<file path="src/hdl/atsms_pkg.sv">
// Shared constants, types and character tables for the SMS command sequencer.
// Used by atsms_ctrl, atsms_datapath and the top level at_command_sms_sequencer.
// Depends on nothing.
package atsms_pkg;

  localparam int NUMBER_DEPTH  = 12;
  localparam int MESSAGE_DEPTH = 32;
  localparam int LINE_DEPTH    = 24;

  localparam int NUM_CNT_W  = $clog2(NUMBER_DEPTH + 1);
  localparam int MSG_CNT_W  = $clog2(MESSAGE_DEPTH + 1);
  localparam int LINE_CNT_W = $clog2(LINE_DEPTH + 1);
  localparam int NUM_ADDR_W = (NUMBER_DEPTH > 1) ? $clog2(NUMBER_DEPTH) : 1;
  localparam int MSG_ADDR_W = (MESSAGE_DEPTH > 1) ? $clog2(MESSAGE_DEPTH) : 1;

  localparam int CMGF_LEN = 10;
  localparam int CMGS_LEN = 8;
  localparam int MAX_A    = (MESSAGE_DEPTH > NUMBER_DEPTH) ? MESSAGE_DEPTH : NUMBER_DEPTH;
  localparam int MAX_SEG  = (MAX_A > CMGF_LEN) ? MAX_A : CMGF_LEN;
  localparam int IDX_W    = $clog2(MAX_SEG + 1);

  localparam int TICK_W = 20;
  localparam logic [TICK_W-1:0] TIMEOUT_RESET = 20'd5000;

  localparam logic [2:0] OP_LOAD_NUMBER  = 3'd0;
  localparam logic [2:0] OP_LOAD_MESSAGE = 3'd1;
  localparam logic [2:0] OP_START        = 3'd2;
  localparam logic [2:0] OP_MODEM_BYTE   = 3'd3;
  localparam logic [2:0] OP_TICK         = 3'd4;

  localparam logic [1:0] ST_OK      = 2'd0;
  localparam logic [1:0] ST_ERR     = 2'd1;
  localparam logic [1:0] ST_TIMEOUT = 2'd2;
  localparam logic [1:0] ST_REJECT  = 2'd3;

  localparam logic [7:0] CHAR_LF     = 8'h0A;
  localparam logic [7:0] CHAR_CR     = 8'h0D;
  localparam logic [7:0] CHAR_QUOTE  = 8'h22;
  localparam logic [7:0] CHAR_CTRL_Z = 8'h1A;

  // Pieces of the outgoing byte stream, in the order they are sent.
  typedef enum logic [3:0] {
    SEG_CMGF,
    SEG_CMGS,
    SEG_QUOTE_OPEN,
    SEG_NUMBER,
    SEG_QUOTE_CLOSE,
    SEG_NUMBER_CR,
    SEG_MESSAGE,
    SEG_MESSAGE_CR,
    SEG_CTRL_Z,
    SEG_DONE,
    SEG_END
  } seg_t;

  typedef struct packed {
    logic             load_num;
    logic             load_msg;
    logic             clear_loads;
    logic             clear_line;
    logic             line_push;
    logic             tick_inc;
    logic             clear_ticks;
    logic             rd_en;
    seg_t             rd_seg;
    logic [IDX_W-1:0] rd_idx;
    logic             push;
    logic             push_tx;
    logic             push_done;
    logic [1:0]       push_status;
    logic             push_last;
  } dp_cmd_t;

  typedef struct packed {
    logic [NUM_CNT_W-1:0] num_count;
    logic [MSG_CNT_W-1:0] msg_count;
    logic                 overflow;
    logic                 line_empty;
    logic                 is_ok;
    logic                 is_err;
    logic                 is_prompt;
    logic                 timeout_hit;
    logic                 byte_cr;
    logic                 byte_lf;
    logic                 out_room;
  } dp_stat_t;

  function automatic logic [7:0] cmgf_char(input logic [3:0] i);
    case (i)
      4'd0:    return "A";
      4'd1:    return "T";
      4'd2:    return "+";
      4'd3:    return "C";
      4'd4:    return "M";
      4'd5:    return "G";
      4'd6:    return "F";
      4'd7:    return "=";
      4'd8:    return "1";
      4'd9:    return CHAR_CR;
      default: return 8'h00;
    endcase
  endfunction

  function automatic logic [7:0] cmgs_char(input logic [2:0] i);
    case (i)
      3'd0:    return "A";
      3'd1:    return "T";
      3'd2:    return "+";
      3'd3:    return "C";
      3'd4:    return "M";
      3'd5:    return "G";
      3'd6:    return "S";
      3'd7:    return "=";
      default: return 8'h00;
    endcase
  endfunction

  function automatic logic [7:0] ok_char(input logic i);
    case (i)
      1'b0:    return "O";
      1'b1:    return "K";
      default: return 8'h00;
    endcase
  endfunction

  function automatic logic [7:0] err_char(input logic [2:0] i);
    case (i)
      3'd0:    return "E";
      3'd1:    return "R";
      3'd2:    return "R";
      3'd3:    return "O";
      3'd4:    return "R";
      default: return 8'h00;
    endcase
  endfunction

endpackage

</file>
<file path="src/hdl/atsms_datapath.sv">
// Datapath of the SMS command sequencer: number and message stores, line matcher,
// tick counter, timeout register, byte read register and the output register.
// Depends on atsms_pkg; driven by atsms_ctrl through dp_cmd_t.
module atsms_datapath
  import atsms_pkg::*;
(
  input  logic              clk,
  input  logic              rst,
  input  logic              cfg_write,
  input  logic [TICK_W-1:0] cfg_data,
  input  logic [7:0]        data_byte,
  input  dp_cmd_t           cmd,
  output dp_stat_t          stat,
  output logic              out_valid,
  input  logic              out_stall,
  output logic              tx_valid,
  output logic [7:0]        tx_byte,
  output logic              done_res,
  output logic [1:0]        status,
  output logic              last
);

  logic [7:0]            number_mem [NUMBER_DEPTH];
  logic [7:0]            message_mem [MESSAGE_DEPTH];
  logic [NUM_CNT_W-1:0]  num_count;
  logic [MSG_CNT_W-1:0]  msg_count;
  logic                  overflow;
  logic [LINE_CNT_W-1:0] line_count;
  logic                  ok_match;
  logic                  err_match;
  logic                  prompt_match;
  logic [TICK_W-1:0]     elapsed;
  logic [TICK_W-1:0]     elapsed_next;
  logic [TICK_W-1:0]     timeout_ticks;
  logic [7:0]            byte_q;
  logic                  num_full;
  logic                  msg_full;
  logic                  line_full;

  assign num_full  = (num_count == NUM_CNT_W'(NUMBER_DEPTH));
  assign msg_full  = (msg_count == MSG_CNT_W'(MESSAGE_DEPTH));
  assign line_full = (line_count == LINE_CNT_W'(LINE_DEPTH));

  // The counter saturates instead of wrapping.
  assign elapsed_next = (elapsed != '1) ? elapsed + 1'b1 : elapsed;

  assign stat.num_count   = num_count;
  assign stat.msg_count   = msg_count;
  assign stat.overflow    = overflow;
  assign stat.line_empty  = (line_count == '0);
  assign stat.is_ok       = ok_match && (line_count == LINE_CNT_W'(2));
  assign stat.is_err      = err_match && (line_count == LINE_CNT_W'(5));
  assign stat.is_prompt   = prompt_match && (line_count == LINE_CNT_W'(1));
  assign stat.timeout_hit = (elapsed_next >= timeout_ticks);
  assign stat.byte_cr     = (data_byte == CHAR_CR);
  assign stat.byte_lf     = (data_byte == CHAR_LF);
  assign stat.out_room    = !out_valid || !out_stall;

  always_ff @(posedge clk) begin
    if (cmd.load_num && !num_full) begin
      number_mem[num_count[NUM_ADDR_W-1:0]] <= data_byte;
    end
  end

  always_ff @(posedge clk) begin
    if (cmd.load_msg && !msg_full) begin
      message_mem[msg_count[MSG_ADDR_W-1:0]] <= data_byte;
    end
  end

  always_ff @(posedge clk) begin
    if (cmd.rd_en) begin
      case (cmd.rd_seg)
        SEG_CMGF:                        byte_q <= cmgf_char(cmd.rd_idx[3:0]);
        SEG_CMGS:                        byte_q <= cmgs_char(cmd.rd_idx[2:0]);
        SEG_QUOTE_OPEN, SEG_QUOTE_CLOSE: byte_q <= CHAR_QUOTE;
        SEG_NUMBER:     byte_q <= number_mem[cmd.rd_idx[NUM_ADDR_W-1:0]];
        SEG_MESSAGE:    byte_q <= message_mem[cmd.rd_idx[MSG_ADDR_W-1:0]];
        SEG_NUMBER_CR, SEG_MESSAGE_CR:   byte_q <= CHAR_CR;
        SEG_CTRL_Z:                      byte_q <= CHAR_CTRL_Z;
        default:                         byte_q <= 8'h00;
      endcase
    end
  end

  // Each match flag says the line so far is a prefix of its keyword.
  always_ff @(posedge clk) begin
    if (cmd.line_push && !line_full) begin
      ok_match     <= (stat.line_empty || ok_match) && (line_count < LINE_CNT_W'(2))
                      && (data_byte == ok_char(line_count[0]));
      err_match    <= (stat.line_empty || err_match) && (line_count < LINE_CNT_W'(5))
                      && (data_byte == err_char(line_count[2:0]));
      prompt_match <= stat.line_empty && (data_byte == ">");
    end
  end

  always_ff @(posedge clk) begin
    if (rst) begin
      num_count     <= '0;
      msg_count     <= '0;
      overflow      <= 1'b0;
      line_count    <= '0;
      elapsed       <= '0;
      timeout_ticks <= TIMEOUT_RESET;
      out_valid     <= 1'b0;
    end else begin
      if (cfg_write) begin
        timeout_ticks <= cfg_data;
      end
      if (cmd.clear_loads) begin
        num_count <= '0;
        msg_count <= '0;
        overflow  <= 1'b0;
      end else if (cmd.load_num) begin
        if (num_full) begin
          overflow <= 1'b1;
        end else begin
          num_count <= num_count + 1'b1;
        end
      end else if (cmd.load_msg) begin
        if (msg_full) begin
          overflow <= 1'b1;
        end else begin
          msg_count <= msg_count + 1'b1;
        end
      end
      if (cmd.clear_line) begin
        line_count <= '0;
      end else if (cmd.line_push && !line_full) begin
        line_count <= line_count + 1'b1;
      end
      if (cmd.clear_ticks) begin
        elapsed <= '0;
      end else if (cmd.tick_inc) begin
        elapsed <= elapsed_next;
      end
      if (cmd.push) begin
        out_valid <= 1'b1;
      end else if (!out_stall) begin
        out_valid <= 1'b0;
      end
    end
  end

  always_ff @(posedge clk) begin
    if (cmd.push) begin
      tx_valid <= cmd.push_tx;
      tx_byte  <= byte_q;
      done_res <= cmd.push_done;
      status   <= cmd.push_status;
      last     <= cmd.push_last;
    end
  end

  a_push_has_room: assert property (@(posedge clk) disable iff (rst)
    cmd.push |-> stat.out_room)
    else $error("result pushed while the output register is still held");

  a_counts_in_range: assert property (@(posedge clk) disable iff (rst)
    (num_count <= NUM_CNT_W'(NUMBER_DEPTH)) && (msg_count <= MSG_CNT_W'(MESSAGE_DEPTH))
    && (line_count <= LINE_CNT_W'(LINE_DEPTH)))
    else $error("store count beyond its depth");

  a_done_has_no_byte: assert property (@(posedge clk) disable iff (rst)
    out_valid |-> !(tx_valid && done_res))
    else $error("result carries both a byte and a completion");

endmodule

</file>
<file path="src/hdl/atsms_ctrl.sv">
// Controller of the SMS command sequencer: decodes each input item, tracks the
// exchange phase and steps through the outgoing byte segments.
// Depends on atsms_pkg; drives atsms_datapath through dp_cmd_t.
module atsms_ctrl
  import atsms_pkg::*;
(
  input  logic       clk,
  input  logic       rst,
  input  logic       in_valid,
  output logic       in_stall,
  input  logic [2:0] opcode,
  input  dp_stat_t   stat,
  output dp_cmd_t    cmd
);

  typedef enum logic [1:0] {S_IDLE, S_READ, S_PUSH} state_t;
  typedef enum logic [2:0] {PH_IDLE, PH_CMGF, PH_CMGS, PH_SMS, PH_END} phase_t;

  state_t           state, state_next;
  phase_t           phase, phase_next;
  seg_t             seg, seg_next, seg_after;
  logic [IDX_W-1:0] idx, idx_next, idx_inc, seg_len;
  logic [1:0]       done_status, done_status_next;
  logic             accept;
  logic             do_advance;
  logic             do_finish;
  logic [1:0]       finish_status;

  function automatic seg_t next_seg(input seg_t s);
    case (s)
      SEG_CMGS:        return SEG_QUOTE_OPEN;
      SEG_QUOTE_OPEN:  return SEG_NUMBER;
      SEG_NUMBER:      return SEG_QUOTE_CLOSE;
      SEG_QUOTE_CLOSE: return SEG_NUMBER_CR;
      SEG_MESSAGE:     return SEG_MESSAGE_CR;
      default:         return SEG_END;
    endcase
  endfunction

  assign in_stall  = (state != S_IDLE);
  assign accept    = in_valid && !in_stall;
  assign idx_inc   = idx + 1'b1;
  assign seg_after = next_seg(seg);

  always_comb begin
    case (seg)
      SEG_CMGF:    seg_len = IDX_W'(CMGF_LEN);
      SEG_CMGS:    seg_len = IDX_W'(CMGS_LEN);
      SEG_NUMBER:  seg_len = IDX_W'(stat.num_count);
      SEG_MESSAGE: seg_len = IDX_W'(stat.msg_count);
      SEG_END:     seg_len = '0;
      default:     seg_len = IDX_W'(1);
    endcase
  end

  always_comb begin
    cmd              = '0;
    state_next       = state;
    phase_next       = phase;
    seg_next         = seg;
    idx_next         = idx;
    done_status_next = done_status;
    do_advance       = 1'b0;
    do_finish        = 1'b0;
    finish_status    = ST_OK;

    case (state)
      S_IDLE: begin
        if (accept) begin
          case (opcode)
            OP_LOAD_NUMBER: begin
              cmd.load_num = (phase == PH_IDLE);
            end
            OP_LOAD_MESSAGE: begin
              cmd.load_msg = (phase == PH_IDLE);
            end
            OP_START: begin
              if (phase != PH_IDLE) begin
                seg_next         = SEG_DONE;
                idx_next         = '0;
                done_status_next = ST_REJECT;
                state_next       = S_READ;
              end else if (stat.overflow) begin
                do_finish     = 1'b1;
                finish_status = ST_REJECT;
              end else begin
                cmd.clear_line  = 1'b1;
                cmd.clear_ticks = 1'b1;
                phase_next      = PH_CMGF;
                seg_next        = SEG_CMGF;
                idx_next        = '0;
                state_next      = S_READ;
              end
            end
            OP_MODEM_BYTE: begin
              if (phase != PH_IDLE && !stat.byte_lf) begin
                if (!stat.byte_cr) begin
                  cmd.line_push = 1'b1;
                end else if (!stat.line_empty) begin
                  cmd.clear_line = 1'b1;
                  if (stat.is_ok || (!stat.is_err && stat.is_prompt && phase == PH_CMGS)) begin
                    do_advance = 1'b1;
                  end else begin
                    do_finish     = 1'b1;
                    finish_status = ST_ERR;
                  end
                end
              end
            end
            OP_TICK: begin
              if (phase != PH_IDLE) begin
                cmd.tick_inc = 1'b1;
                if (stat.timeout_hit) begin
                  do_finish     = 1'b1;
                  finish_status = ST_TIMEOUT;
                end
              end
            end
            default: begin
            end
          endcase

          if (do_advance) begin
            idx_next = '0;
            case (phase)
              PH_CMGF: begin
                seg_next   = SEG_CMGS;
                phase_next = PH_CMGS;
                state_next = S_READ;
              end
              PH_CMGS: begin
                seg_next   = SEG_MESSAGE;
                phase_next = PH_SMS;
                state_next = S_READ;
              end
              PH_SMS: begin
                seg_next   = SEG_CTRL_Z;
                phase_next = PH_END;
                state_next = S_READ;
              end
              PH_END: begin
                do_finish     = 1'b1;
                finish_status = ST_OK;
              end
              default: begin
              end
            endcase
          end

          // Ending an exchange empties both stores and reports one completion.
          if (do_finish) begin
            cmd.clear_loads  = 1'b1;
            cmd.clear_line   = 1'b1;
            cmd.clear_ticks  = 1'b1;
            phase_next       = PH_IDLE;
            seg_next         = SEG_DONE;
            idx_next         = '0;
            done_status_next = finish_status;
            state_next       = S_READ;
          end
        end
      end

      S_READ: begin
        // An empty number or message segment is skipped.
        if (seg_len == '0) begin
          seg_next = seg_after;
          idx_next = '0;
        end else begin
          cmd.rd_en  = 1'b1;
          cmd.rd_seg = seg;
          cmd.rd_idx = idx;
          state_next = S_PUSH;
        end
      end

      S_PUSH: begin
        if (stat.out_room) begin
          cmd.push        = 1'b1;
          cmd.push_tx     = (seg != SEG_DONE);
          cmd.push_done   = (seg == SEG_DONE);
          cmd.push_status = (seg == SEG_DONE) ? done_status : ST_OK;
          cmd.push_last   = (idx_inc == seg_len) && (seg_after == SEG_END);
          if (idx_inc == seg_len) begin
            seg_next   = seg_after;
            idx_next   = '0;
            state_next = (seg_after == SEG_END) ? S_IDLE : S_READ;
          end else begin
            idx_next   = idx_inc;
            state_next = S_READ;
          end
        end
      end

      default: begin
        state_next = S_IDLE;
      end
    endcase
  end

  always_ff @(posedge clk) begin
    if (rst) begin
      state       <= S_IDLE;
      phase       <= PH_IDLE;
      seg         <= SEG_END;
      idx         <= '0;
      done_status <= ST_OK;
    end else begin
      state       <= state_next;
      phase       <= phase_next;
      seg         <= seg_next;
      idx         <= idx_next;
      done_status <= done_status_next;
    end
  end

  a_last_returns_idle: assert property (@(posedge clk) disable iff (rst)
    (cmd.push && cmd.push_last) |=> !in_stall)
    else $error("final result of an item did not release the input");

  a_phase_moves_on_transfer: assert property (@(posedge clk) disable iff (rst)
    !accept |=> $stable(phase))
    else $error("phase changed without an input transfer");

  a_push_has_segment: assert property (@(posedge clk) disable iff (rst)
    (state == S_PUSH) |-> (seg != SEG_END) && (idx < seg_len))
    else $error("result pushed outside any segment");

endmodule

</file>
<file path="src/hdl/at_command_sms_sequencer.sv">
// A load, tick or modem byte that causes nothing is taken without leaving idle.
// Each result is read from a store or table into the byte register, then written
// to the output register; each empty number or message segment adds a skip step.
// One item at a time; results go out one by one, each push waiting out out_stall.
// Reset (rst, synchronous) clears phase, counts, flags and the tick counter and
// sets timeout_ticks to 5000; stores need no clearing pass.
module at_command_sms_sequencer
  import atsms_pkg::*;
(
  input  logic              clk,
  input  logic              rst,
  input  logic              cfg_write,
  input  logic [TICK_W-1:0] cfg_data,
  input  logic              in_valid,
  output logic              in_stall,
  input  logic [2:0]        opcode,
  input  logic [7:0]        data_byte,
  output logic              out_valid,
  input  logic              out_stall,
  output logic              tx_valid,
  output logic [7:0]        tx_byte,
  output logic              done_res,
  output logic [1:0]        status,
  output logic              last
);

  dp_cmd_t  cmd;
  dp_stat_t stat;

  atsms_ctrl u_ctrl (
    .clk      (clk),
    .rst      (rst),
    .in_valid (in_valid),
    .in_stall (in_stall),
    .opcode   (opcode),
    .stat     (stat),
    .cmd      (cmd)
  );

  atsms_datapath u_datapath (
    .clk       (clk),
    .rst       (rst),
    .cfg_write (cfg_write),
    .cfg_data  (cfg_data),
    .data_byte (data_byte),
    .cmd       (cmd),
    .stat      (stat),
    .out_valid (out_valid),
    .out_stall (out_stall),
    .tx_valid  (tx_valid),
    .tx_byte   (tx_byte),
    .done_res  (done_res),
    .status    (status),
    .last      (last)
  );

endmodule
</file>
<file path="config.mk">
export PLATFORM = sky130hd
export DESIGN_NAME = at_command_sms_sequencer
export DESIGN_NICKNAME = d
export VERILOG_FILES = /design/src/hdl/atsms_pkg.sv /design/src/hdl/atsms_datapath.sv /design/src/hdl/atsms_ctrl.sv /design/src/hdl/at_command_sms_sequencer.sv
export SDC_FILE = /design/constraint.sdc
export NUM_CORES = 1
export LEC_CHECK = 0
export BUFFER_PORTS_ARGS = -buffer_cell sky130_fd_sc_hd__buf_2
export CAP_MARGIN = 20
export CORE_MARGIN = 3
export CORE_UTILIZATION = 55
export DETAILED_ROUTE_END_ITERATION = 10
export HOLD_SLACK_MARGIN = 0.1
export PLACE_DENSITY = 0.72
export SLEW_MARGIN = 15
export SYNTH_ARGS = -nofsm -noshare
export SYNTH_HDL_FRONTEND = slang
export SYNTH_SLANG_ARGS = --single-unit
</file>
<file path="constraint.sdc">
create_clock -name clk -period 9.1 [get_ports clk]
set_input_delay 0.455 -clock clk [delete_from_list [all_inputs] [get_ports clk]]
set_output_delay 0.455 -clock clk [all_outputs]
set_load 0.1 [all_outputs]
</file>
Yosys cells after proc, flatten, opt, wreduce, memory -nomap -nowiden
Memory sizes are Yosys's and may differ from the RTL's.
Index checks and enable logic that the tools add are counted.
{"block": "op_classes", "add_sub_neg": 5, "n_mul": 0, "div": 0, "n_lt_le_gt_ge": 3, "eq_ne": 53, "n_shift": 0, "n_mux": 113, "n_bitwise": 4, "reduce_logical": 60}
{"cell": "$mux 6", "count": 11}
{"cell": "$pmux 8 s7", "count": 1}
{"cell": "$mux 2", "count": 24}
{"cell": "$mux 1", "count": 44}
{"cell": "$mux 4", "count": 9}
{"cell": "$pmux 6 s5", "count": 1}
{"cell": "$eq 4x3->1 const B", "count": 6}
{"cell": "$pmux 4 s3", "count": 2}
{"cell": "$mux 11", "count": 2}
{"cell": "$pmux 7 s3", "count": 1}
{"cell": "$add 20x1->20 const B", "count": 1}
{"cell": "$eq 4x4->1 const B", "count": 5}
{"cell": "$ge 20x20->1", "count": 1}
{"cell": "$mux 20", "count": 1}
{"cell": "$ne 20x20->1 const B", "count": 1}
{"cell": "$pmux 4 s5", "count": 1}
{"cell": "$eq 3x2->1 const B", "count": 6}
{"cell": "$pmux 6 s3", "count": 1}
{"cell": "$eq 4x2->1 const B", "count": 4}
{"cell": "$eq 8x4->1 const B", "count": 2}
{"cell": "$eq 8x8->1", "count": 2}
{"cell": "$logic_and 1x1->1", "count": 16}
{"cell": "$mux 8", "count": 2}
{"cell": "$pmux 8 s2", "count": 1}
{"cell": "other kinds (45)", "count": 93}
{"block": "word_totals", "regBits": 98, "latchBits": 0, "ram_bits": 352, "romBits": 168, "output_inout_bits": 15, "word_cells": 263, "memories": 4}
{"memory": "u_datapath.message_mem", "depth": 32, "word_bits": 8, "rd": 1, "rd_ports_with_merged_regs": 0, "wr": 1, "line_no": "atsms_datapath.sv:24", "text": "logic [7:0] message_mem [MESSAGE_DEPTH];"}
{"memory": "(no name shown)", "depth": 16, "word_bits": 7, "rd": 1, "rd_ports_with_merged_regs": 0, "wr": 0, "line_no": "atsms_pkg.sv:89", "text": "case (i)"}
{"memory": "u_datapath.number_mem", "depth": 12, "word_bits": 8, "rd": 1, "rd_ports_with_merged_regs": 0, "wr": 1, "line_no": "atsms_datapath.sv:23", "text": "logic [7:0] number_mem [NUMBER_DEPTH];"}
{"memory": "(no name shown)", "depth": 8, "word_bits": 7, "rd": 1, "rd_ports_with_merged_regs": 0, "wr": 0, "line_no": "atsms_pkg.sv:105", "text": "case (i)"}

Longest topological paths before layout
Gate-level depths: netlist of the first run.
{"block": "logic_depth", "depth_word": 23, "mapped_depth": 21, "depth_no_buf": 18}

Hierarchy
A second synthesis of the first run with hierarchy kept.
{"block": "hier_totals", "hier_cells": 1449, "area_unflattened_um2": 20388.3}
{"module": "atsms_datapath", "instances": 1, "cells_per_inst": 1189, "area_each_um2": 18531.5}
{"module": "atsms_ctrl", "instances": 1, "cells_per_inst": 260, "area_each_um2": 1856.8}

Worst setup path before layout of the first run
No wires, ideal clock.
{"block": "synth_timing", "path_type": "reg-to-reg", "start": "register u_datapath.elapsed[6]", "end": "register u_ctrl.state[1]", "setup_time_ps": 70, "t_arrival_ps": 4238, "required_ps": 9030, "slack_ps": 4791, "stages_incl_launch_ff": 21, "n_path_buf": 2, "synth_period_minus_slack_ps": 4309, "path_cell_list": "dfxtp_1 buf_2 and4_1 nand4_1 nor4_1 nand4_1 nand4_1 inv_1 and3_1 xor2_1 ha_1 a21o_1 a21o_1 a21oi_1 nand2_1 nand2_1 o21ai_0 or2_2 clkbuf_1 or4_1 a21oi_1"}
{"block": "synth_via", "elab_chain_len": 13, "word_cells_on_any_way": 14, "cone_classes": "add/sub: 1; order compare: 1; eq/ne: 1; mux: 11"}
{"element": "start, declared", "line_no": "atsms_datapath.sv:32", "text": "logic [TICK_W-1:0] elapsed;"}
{"element": "start signal, assigned", "line_no": "atsms_datapath.sv:135", "text": "elapsed <= elapsed_next;"}
{"element": "$add 20x1->20 / $ne 20x20->1 (equally long branches)", "line_no": "atsms_datapath.sv:45", "text": "assign elapsed_next = (elapsed != '1) ? elapsed + 1'b1 : elapsed;"}
{"element": "$mux 20 (*)", "line_no": "atsms_datapath.sv:45"}
{"element": "via u_datapath.elapsed_next[13]", "line_no": "atsms_datapath.sv:33", "text": "logic [TICK_W-1:0] elapsed_next;"}
{"element": "$ge 20x20->1 (*)", "line_no": "atsms_datapath.sv:54", "text": "assign stat.timeout_hit = (elapsed_next >= timeout_ticks);"}
{"element": "$mux 1 (*)", "line_no": "atsms_ctrl.sv:113", "text": "if (stat.timeout_hit) begin"}
{"element": "$mux 1 (*)", "line_no": "atsms_ctrl.sv:111", "text": "if (phase != PH_IDLE) begin"}
{"element": "$pmux 1 s3 (*)", "line_no": "atsms_ctrl.sv:70", "text": "case (opcode)"}
{"element": "$mux 1", "line_no": "atsms_ctrl.sv:125", "text": "case (phase)"}
{"element": "$mux 1 (*)", "line_no": "atsms_ctrl.sv:123", "text": "if (do_advance) begin"}
{"element": "$mux 1 (*)", "line_no": "atsms_ctrl.sv:69", "text": "if (accept) begin"}
{"element": "$mux 1 (*)", "line_no": "atsms_ctrl.sv:67", "text": "case (state)"}
{"element": "$mux 2 (*)", "line_no": "atsms_ctrl.sv:151", "text": "if (do_finish) begin"}
{"element": "$mux 2 (*)", "line_no": "atsms_ctrl.sv:69"}
{"element": "$pmux 2 s3 (*)", "line_no": "atsms_ctrl.sv:67"}
{"element": "end signal, assigned", "line_no": "atsms_ctrl.sv:209", "text": "state <= state_next;"}
{"element": "end, declared", "line_no": "atsms_ctrl.sv:19", "text": "state_t state, state_next;"}
The timed path passes the listed nets; every way through them passes the cells marked *. The select of a mux whose other input is x is not followed.
A chain may end at the register's enable or synchronous reset.

Worst setup path after layout of the first run
Same ends and word-level chain as after synthesis.

==> flow_metrics.env, run 1 <==
export IMPL_io_pins=51
export IMPL_cp_end_kind="flip-flop"
export IMPL_die_area_mm2=0.0387
export IMPL_cts_setup_buffers=0
export IMPL_worstPathMaxFanout=10
export IMPL_grt_pass1_vias=13000
export IMPL_clk_pin_slew_ps=60
export IMPL_insertion_delay_ps=600
export IMPL_ant_nets=0
export IMPL_antenna_found_initial=1
export IMPL_wirelength_um=52100
export IMPL_setup_viol=0
export IMPL_utilization=0.622
export IMPL_avgSynthCellArea_um2=12.5
export IMPL_max_slew_margin=0.295
export IMPL_hold_violations=0
export IMPL_die_w_um=197
export IMPL_hold_path_class="primary input to flip-flop"
export IMPL_synth_top_area_cell="edfxtp_1"
export IMPL_first_pass_iters=6
export IMPL_min_period_over_period=0.542
export IMPL_cts_sinks=449
export IMPL_drc_errors=0
export IMPL_cp_data_arrival_time_ps=5440
export IMPL_yosysTopAreaCellShare=0.563
export IMPL_seq_area_frac_synth=0.637
export IMPL_clockBufferDepth=3
export IMPL_overflow=0
export IMPL_synth_edff_count=375
export IMPL_cp_required_ps=9610
export IMPL_viasPerCell=6.33
export IMPL_status="completed"
export IMPL_vias=13600
export IMPL_synth_common_cells="edfxtp_1, nand2_1, nor2_1"
export IMPL_synth_seq_cells=449
export IMPL_drv_cap=0
export IMPL_grt_max_degree=55
export IMPL_grt_usage=0.267
export IMPL_synth_async_sr_flop_share=0
export IMPL_final_setup_tns_ps=0
export IMPL_rsz0062_at_grt="false"
export IMPL_period_needed_ps=4930
export IMPL_first_iter_violations=1613
export IMPL_dp_hpwl_um=33200
export IMPL_yosysWarnings=0
export IMPL_initial_utilization=0.560
export IMPL_root_buffer="clkbuf_16"
export IMPL_grt_pass1_wl_um=78300
export IMPL_power_density_mw_per_mm2=212
export IMPL_nNetsFinal=1726
export IMPL_yosysMostFrequentCell="edfxtp_1"
export IMPL_area_growth_pct=11.1
export IMPL_fin_skew_ps=27.7
export IMPL_leakage_nw=7.52
export IMPL_synth_main_ff_cell="edfxtp_1"
export IMPL_slew_violations=0
export IMPL_ys_top_cells_by_area="edfxtp_1, dfxtp_1, nand2_1, nor2_1, mux2i_1"
export IMPL_postSynthCellCount=1595
export IMPL_wl_per_cell_um=24.3
export IMPL_tightest_slew_ps=1050
export IMPL_setup_worst_path_class="flip-flop to flip-flop"
export IMPL_ir_worst_vdd_v=0.000175
export IMPL_die_h_um=197
export IMPL_syn_nets=1676
export IMPL_ctsResizeCount=0
export IMPL_startpoint_type="flip-flop"
export IMPL_cts_made_buffers=45
export IMPL_port_buffers=50
export IMPL_layout_drive_gt1_share=0.122
export IMPL_synth_cell_type_count=83
export IMPL_gp_congestion=0.898
export IMPL_core_area_mm2=0.0357
export IMPL_syn_area_mm2=0.0200
export IMPL_htree_levels=2
export IMPL_placementRows=69
export IMPL_fmax_mhz=203
export IMPL_tritoncts="done"
[logic make-up after synthesis]
group                    count (synthesis)  synth area share
AO/OA/AOI/OAI                          297             0.102
XOR/XNOR                                52            0.0234
adder cells (fa/ha/maj)                 45            0.0281
buffers and inverters                  132            0.0261
flip-flops                             449             0.637
multiplexers                            98            0.0637
AND/OR/NAND/NOR                        522             0.120
[area by class of cell]
| cell class | count | area, µm² |
|---|---|---|
| fillers | 2765 | 13500 |
| flip-flops and latches | 449 | 12700 |
| multi-input cells | 1014 | 6760 |
| clock buffers | 54 | 1170 |
| well taps | 461 | 577 |
| repair buffers | 87 | 551 |
| clock inverters | 26 | 243 |
| inverters | 48 | 180 |
| diodes | 1 | 2.50 |
[state kept, by name, summed over array words and instances (netlist names), 2 cells and up]
register / flops
u_ctrl.seg: 4
u_datapath.elapsed: 20
u_datapath.byte_q: 8
u_ctrl.phase: 3
u_datapath.msg_count: 6
u_datapath.status: 2
u_ctrl.done_status: 2
u_datapath.message_mem: 256
u_datapath.tx_byte: 8
u_ctrl.state: 2
u_datapath.number_mem: 96
u_datapath.num_count: 4
u_datapath.timeout_ticks: 20
u_datapath.line_count: 5
u_ctrl.idx: 6
[cell usage in the layout, fill, tap and decap left out, types with 16 or more instances in the layout]
master | synthesis | final
edfxtp_1 | 375 | 375
nand2_1 | 171 | 171
nor2_1 | 164 | 164
dfxtp_1 | 74 | 71
a21oi_1 | 65 | 65
mux2i_1 | 61 | 61
buf_2 | 15 | 50
ha_1 | 45 | 45
clkbuf_16 | 0 | 45
inv_1 | 43 | 42
o21ai_0 | 41 | 41
nand3_1 | 36 | 36
xnor2_1 | 31 | 31
nor3_1 | 30 | 29
buf_4 | 0 | 28
a31oi_1 | 27 | 27
nand4_1 | 25 | 25
mux4_2 | 22 | 22
xor2_1 | 20 | 20
o22ai_1 | 18 | 18
a211oi_1 | 17 | 17
nand2b_1 | 16 | 16
[layer usage]
metal | wire (µm) | up-vias | GRT usage | share of wire
met3 | 5590 | 113 | 0.0562 | 0.11
met2 | 23700 | 777 | 0.410 | 0.46
met4 | 1400 | 2 | 0.0871 | 0.027
li1 | - | 6097 | - | -
met1 | 21300 | 6566 | 0.387 | 0.41
met5 | 12 | - | 0 | 0.00023
[critical path, cell delays in order (launching register included)]
cell and delay, ps:
dfxtp_1 470, and4_1 310, nand4_1 200, nor4_1 500, nand4_1 410, nand4_1 350, inv_1 110, and3_1 200
xor2_1 140, ha_1 300, a21o_1 160, a21o_1 170, a21oi_1 150, nand2_1 70, nand2_1 70, o21ai_0 180
or2_2 440, or4_1 490, a21oi_1 130
[worst paths after layout]
check                              from                            to  slack [ps]  cells past startpoint
hold / removal             cfg_data[11]  u_datapath.timeout_ticks[11]         120                      3
setup / recovery  u_datapath.elapsed[6]               u_ctrl.state[1]        4170                     18
hold reg to reg    u_datapath.byte_q[0]         u_datapath.tx_byte[0]         430                      0
setup reg to reg  u_datapath.elapsed[6]               u_ctrl.state[1]        4170                     18
[power by group]
group | total (mW) | internal, mW | switching [mW] | leakage (nW)
logic | 0.566 | 0.153 | 0.413 | 2.84
clock network | 1.80 | 1.03 | 0.771 | 0.702
registers | 2.33 | 2.27 | 0.0599 | 3.98
total | 4.70 | 3.46 | 1.24 | 7.52
[per-stage QoR]
step / cells / hold WS (ps) / total power [mW] / area [µm²] / worst slack (ps)
6_report: 2140 / 124 / 4.70 / 22200 / 4170
2_1_floorplan: 1595 / 400 / 2.77 / 20000 / 4790
3_3_place_gp: 2050 / 416 / 2.92 / 20700 / 4380
3_5_place_dp: 2050 / 418 / 2.93 / 20700 / 4230
5_1_grt: 2139 / 133 / 4.86 / 22200 / 3780
4_1_cts: 2139 / 102 / 4.72 / 22200 / 4220
[timing repair]
item                                    CTS  global route
hold endpoints to repair                  9             0
hold buffers                              9             0
endpoints found under the setup margin    0             0
(Power assumes the default switching activity.)
==> inputs of run 2 (changes only) <==
--- a/config.mk
+++ b/config.mk
@@ -11,7 +11,7 @@
 export CORE_UTILIZATION = 55
 export DETAILED_ROUTE_END_ITERATION = 10
 export HOLD_SLACK_MARGIN = 0.1
-export PLACE_DENSITY = 0.72
+export PLACE_DENSITY = 0.74
 export SLEW_MARGIN = 15
 export SYNTH_ARGS = -nofsm -noshare
 export SYNTH_HDL_FRONTEND = slang
==> constraint.sdc (replaced) <==
create_clock -name clk -period 4.3 [get_ports clk]
set_input_delay 0.215 -clock clk [delete_from_list [all_inputs] [get_ports clk]]
set_output_delay 0.215 -clock clk [all_outputs]
set_load 0.1 [all_outputs]
==> run 2 against run 1 <==
  * Fmax is 20% higher
  * Critical path type unchanged
  * Count of clock-buffer cells in the layout stayed put
  * Sequential power is 110% higher
==> flow_metrics.env, run 2 (synthesis gave the netlist of run 1 again) <==
export IMPL_setup_viol=0
export IMPL_vias=14100
export IMPL_slew_violations=0
export IMPL_hold_violations=0
export IMPL_cp_required_ps=4540
export IMPL_whs_endpoint="u_datapath.num_count[0]"
export IMPL_die_h_um=197
export IMPL_final_common_cell="edfxtp_1"
export IMPL_htree_levels=2
export IMPL_hold_path_class="primary input to flip-flop"
export IMPL_r2r_cells=10
export IMPL_place_area_mm2=0.0213
export IMPL_placementRows=69
export IMPL_ant_nets=0
export IMPL_viasPerCell=6.36
export IMPL_die_w_um=197
export IMPL_final_setup_tns_ps=0
export IMPL_largest_reg_flops=256
export IMPL_grt_usage=0.281
export IMPL_root_buffer="clkbuf_16"
export IMPL_place_inst=2120
export IMPL_io_pins=51
export IMPL_timing_hold_ws_ps=138
export IMPL_first_pass_iters=6
export IMPL_dp_hpwl_um=35700
export IMPL_finalPower_mw=9.99
export IMPL_fin_skew_ps=26.1
export IMPL_cp_data_arrival_time_ps=4340
export IMPL_clk_pin_slew_ps=60
export IMPL_utilization=0.643
export IMPL_fmax_mhz=244
export IMPL_min_from="opcode[0]"
export IMPL_final_area_mm2=0.0230
export IMPL_antenna_found_initial=0
export IMPL_setup_worst_path_class="flip-flop to flip-flop"
export IMPL_drv_cap=0
export IMPL_cts_made_buffers=44
export IMPL_status="completed"
export IMPL_area_growth_pct=14.8
export IMPL_first_iter_violations=1702
export IMPL_insertion_delay_ps=590
export IMPL_startpoint_type="flip-flop"
export IMPL_critical_path_most_common_cell="o2111ai_1"
export IMPL_crit_chain="or3b_1 -> a211oi_2 -> o2111ai_1 -> o21ai_2 -> buf_4 -> nor2_1 -> o221ai_1 -> o21ai_0 -> o311ai_0 -> o2111ai_1"
export IMPL_leakage_nw=7.97
export IMPL_slowest_delay_ps=650
export IMPL_wirelength_um=54800
export IMPL_port_buffers=50
export IMPL_tightest_slew_ps=889
export IMPL_clockBufferDepth=3
export IMPL_fin_ws_ps=203
export IMPL_period_needed_ps=4100
export IMPL_ir_worst_vdd_v=0.000323
export IMPL_cts_sinks=449
export IMPL_grt_max_degree=48
export IMPL_min_period_over_period=0.953
export IMPL_worstReg2RegStart="u_ctrl.seg[2]"
export IMPL_cp_end_kind="flip-flop"
export IMPL_reg2reg_to="u_datapath.byte_q[2]"
export IMPL_grt_pass1_wl_um=82400
export IMPL_power_density_mw_per_mm2=435
export IMPL_overflow=0
export IMPL_initial_utilization=0.560
export IMPL_gp_congestion=0.954
export IMPL_max_slew_margin=0.405
export IMPL_whs_path_depth=4
export IMPL_layout_filler_cells=2658
export IMPL_reg2reg_slack_ps=200
export IMPL_cp_slowest_cell="dfxtp_1"
export IMPL_nNetsFinal=1811
export IMPL_drc_errors=0
export IMPL_final_cells=2225
export IMPL_layout_drive_gt1_share=0.158
export IMPL_worstPathMaxFanout=28
export IMPL_core_area_mm2=0.0357
export IMPL_grt_pass1_vias=13700
export IMPL_wl_per_cell_um=24.6
export IMPL_die_area_mm2=0.0387
export IMPL_tritoncts="done"
export IMPL_layout_common_cells="edfxtp_1, nand2_1, nor2_1"
export IMPL_dp_slack_ps=46.8
export IMPL_num_antenna_cells=0
run 2: cell types whose count changed in the layout (fill, tap and decap cells not counted), sizes merged:
cell	before	now
buf	78	152
diode	1	0
inv	47	46
clkinv	23	24
dlygate4sd3	9	21
run 2: how the worst max path moves through the flow:
stage	depth (start not counted)	slack, ps	end	startpoint
finish	10	200	u_datapath.byte_q[2]	u_ctrl.seg[2]
global route	19	-20	u_datapath.line_count[4]	u_datapath.elapsed[4]
CTS	17	20	u_ctrl.state[1]	u_datapath.elapsed[9]
detailed placement	17	50	u_ctrl.state[1]	u_datapath.elapsed[9]
global placement	18	210	u_ctrl.state[1]	u_datapath.elapsed[9]
floorplan	20	60	u_ctrl.state[1]	u_datapath.elapsed[6]
run 2: cell type report:
class / instances / area, µm² / share of cell area
clock buffers: 54 / 1160 / 0.0504
clock inverters: 26 / 251 / 0.0109
inverters: 48 / 180 / 0.00784
multi-input cells: 1014 / 6780 / 0.295
flip-flops and latches: 449 / 12700 / 0.555
well taps: 461 / 577 / 0.0251
repair buffers: 173 / 1280 / 0.0555
run 2: worst max-delay path: cells and delay by family, from the launching register on:
family,cells,cell delay (ps)
simple gates,2,760
flops,1,650
compound gates,7,1900
buf+inv,1,410
run 2: where the power goes:
part / internal [mW] / switching, mW
logic: 0.367 / 0.928
registers: 4.81 / 0.104
clock network: 2.16 / 1.62
run 2: metal layers:
layer  GRT usage  routed length (µm)
met2       0.427               24600
met1       0.395               21900
met5           0                   0
met3      0.0752                6360
met4       0.104                1940
run 2: repair_timing:
| action | CTS | global route |
|---|---|---|
| setup buffers | 0 | 4 |
| hold buffers | 21 | 0 |
| resized for setup | 0 | 7 |
| setup endpoints to repair | 0 | 52 |
| hold endpoints to repair | 22 | 0 |
==> inputs of run 3 (changes only) <==
--- a/config.mk
+++ b/config.mk
@@ -15,4 +15,5 @@
 export SLEW_MARGIN = 15
 export SYNTH_ARGS = -nofsm -noshare
 export SYNTH_HDL_FRONTEND = slang
+export SYNTH_HIERARCHICAL = 1
 export SYNTH_SLANG_ARGS = --single-unit
==> run 3 against run 2 <==
  * Hold slack better by 36 ps
  * Sequential share of layout area down 0.74 points
  * Utilization up 0.37 points
  * Setup slack better by 86 ps
  * Largest power group unchanged
  * Critical endpoint is now u_datapath/byte_q[3]
  * Via count down 8.8%
  * Sequential power down 3%
  * Sequential cell count up 1
  * Count of clock-buffer cells in the layout unchanged
  * Die area up 1.8%
  * Global-route usage down 4.2 points
  * Combinational power down 68%
  * Clock power up 15%
==> flow_metrics.env, run 3 <==
export IMPL_status="completed"
export IMPL_initial_utilization=0.565
export IMPL_fin_ws_ps=289
export IMPL_grt_met3_usage=0.0456
export IMPL_largest_reg_flops=256
export IMPL_vias=12900
export IMPL_yosysWarnings=6
export IMPL_dp_hpwl_um=30200
export IMPL_postSynthCellCount=1448
export IMPL_crit_chain="inv_1 -> a211oi_1 -> nor3_1 -> a21boi_2 -> and2_4 -> buf_12 -> mux4_2 -> mux4_2 -> o21ai_1 -> o211ai_1"
export IMPL_setup_worst_path_start="u_ctrl/seg[1]"
export IMPL_overflow=0
export IMPL_final_setup_tns_ps=0
export IMPL_setup_viol=0
export IMPL_syn_area_mm2=0.0204
export IMPL_ant_nets=0
export IMPL_die_h_um=199
export IMPL_layout_filler_cells=2548
export IMPL_min_period_over_period=0.933
export IMPL_port_buffers=50
export IMPL_layout_common_cells="edfxtp_1, nor2_1, nand2_1"
export IMPL_cp_data_arrival_time_ps=4290
export IMPL_multiInputGateArea_mm2=0.00698
export IMPL_first_pass_iters=5
export IMPL_grt_util_met1=0.351
export IMPL_hold_violations=0
export IMPL_worstReg2RegStart="u_ctrl/seg[1]"
export IMPL_avgSynthCellArea_um2=14.1
export IMPL_die_w_um=199
export IMPL_clockBufferDepth=3
export IMPL_power_density_mw_per_mm2=408
export IMPL_cts_made_buffers=45
export IMPL_seq_area_mm2=0.0128
export IMPL_grt_usage=0.240
export IMPL_layout_drive_gt1_share=0.188
export IMPL_grt_pass1_wl_um=72500
export IMPL_clk_pin_slew_ps=60
export IMPL_final_common_cell="edfxtp_1"
export IMPL_critical_path_most_common_cell="mux4_2"
export IMPL_first_iter_violations=1553
export IMPL_core_area_mm2=0.0361
export IMPL_cp_required_ps=4580
export IMPL_rsz0062_at_grt="false"
export IMPL_wirelength_um=47000
export IMPL_critPathTopFamily="compound AO/OA/AOI/OAI gates"
export IMPL_drv_cap=0
export IMPL_slew_violations=0
export IMPL_ir_worst_vdd_v=0.000301
export IMPL_grt_busiest_layer="met2"
export IMPL_syn_nets=1529
export IMPL_reg2reg_slack_ps=290
export IMPL_drc_errors=0
export IMPL_htree_levels=2
export IMPL_grtUsageMet2=0.370
export IMPL_placementRows=69
export IMPL_die_area_mm2=0.0394
export IMPL_nNetsFinal=1643
export IMPL_wl_per_cell_um=22.8
export IMPL_antenna_found_initial=0
export IMPL_cp_end_kind="flip-flop"
export IMPL_fin_skew_ps=11.5
export IMPL_tightest_slew_ps=944
export IMPL_final_cells=2061
export IMPL_max_slew_margin=0.368
export IMPL_cp_slowest_cell="mux4_2"
export IMPL_insertion_delay_ps=550
export IMPL_root_buffer="clkbuf_16"
export IMPL_period_needed_ps=4010
export IMPL_grt_pass1_vias=12500
export IMPL_setup_worst_path_class="flip-flop to flip-flop"
export IMPL_viasPerCell=6.26
export IMPL_area_growth_pct=14.5
export IMPL_leakage_nw=7.99
export IMPL_critical_path_buf_inv_count=2
export IMPL_dp_slack_ps=194
export IMPL_place_inst=1952
export IMPL_cts_setup_buffers=0
export IMPL_grt_max_degree=51
export IMPL_slowest_delay_ps=530
export IMPL_fmax_mhz=249
export IMPL_tritoncts="done"
export IMPL_min_from="data_byte[6]"
export IMPL_hold_path_class="primary input to flip-flop"
export IMPL_io_pins=51
export IMPL_startpoint_type="flip-flop"
export IMPL_cts_sinks=450
export IMPL_gp_congestion=0.883
export IMPL_worstPathMaxFanout=23
==> run 3: final cells by class <==
class	count	share of cell area
multi-input combinational	859	0.299
timing repair buffer	151	0.0489
inverter	55	0.00885
clock buffer	54	0.0515
sequential	450	0.548
tap	461	0.0247
clock inverter	29	0.0191
antenna	2	0.000215
==> run 3: through the flow <==
stage	utilization	hold WS [ps]	instance area (µm²)	total power [mW]
4_1_cts	0.645	142	23300	9.59
5_1_grt	0.646	150	23300	9.80
2_1_floorplan	-	294	20400	5.09
3_3_place_gp	0.593	404	21400	5.24
3_5_place_dp	0.593	409	21400	5.25
6_report	0.647	174	23300	9.52
==> run 3: repair_timing <==
action                                 in CTS  in global routing
gates resized for setup                     0                  8
setup endpoints to repair                   0                 40
endpoints found under the hold margin      29                  0
hold buffers                               23                  0
==> run 3: layer usage <==
metal  wire length, µm  vias to the layer above
met5                 0                        -
met4              1140                        0
met3              4430                       79
met2             21700                      626
met1             19700                     6371
li1                  -                     5826
==> run 3: power by group <==
part           internal (mW)  switching (mW)
logic                  0.132           0.281
clock network           2.71            1.62
registers               4.75          0.0237
total                   7.59            1.93
==> run 3: path summary, 6_finish.rpt <==
| path | to | cells after the start |
|---|---|---|
| worst min register to register | u_datapath/tx_byte[7] | 0 |
| worst max-delay path | u_datapath/byte_q[3] | 10 |
| worst min-delay path | u_datapath/number_mem[5][6] | 1 |
| worst max register to register | u_datapath/byte_q[3] | 10 |
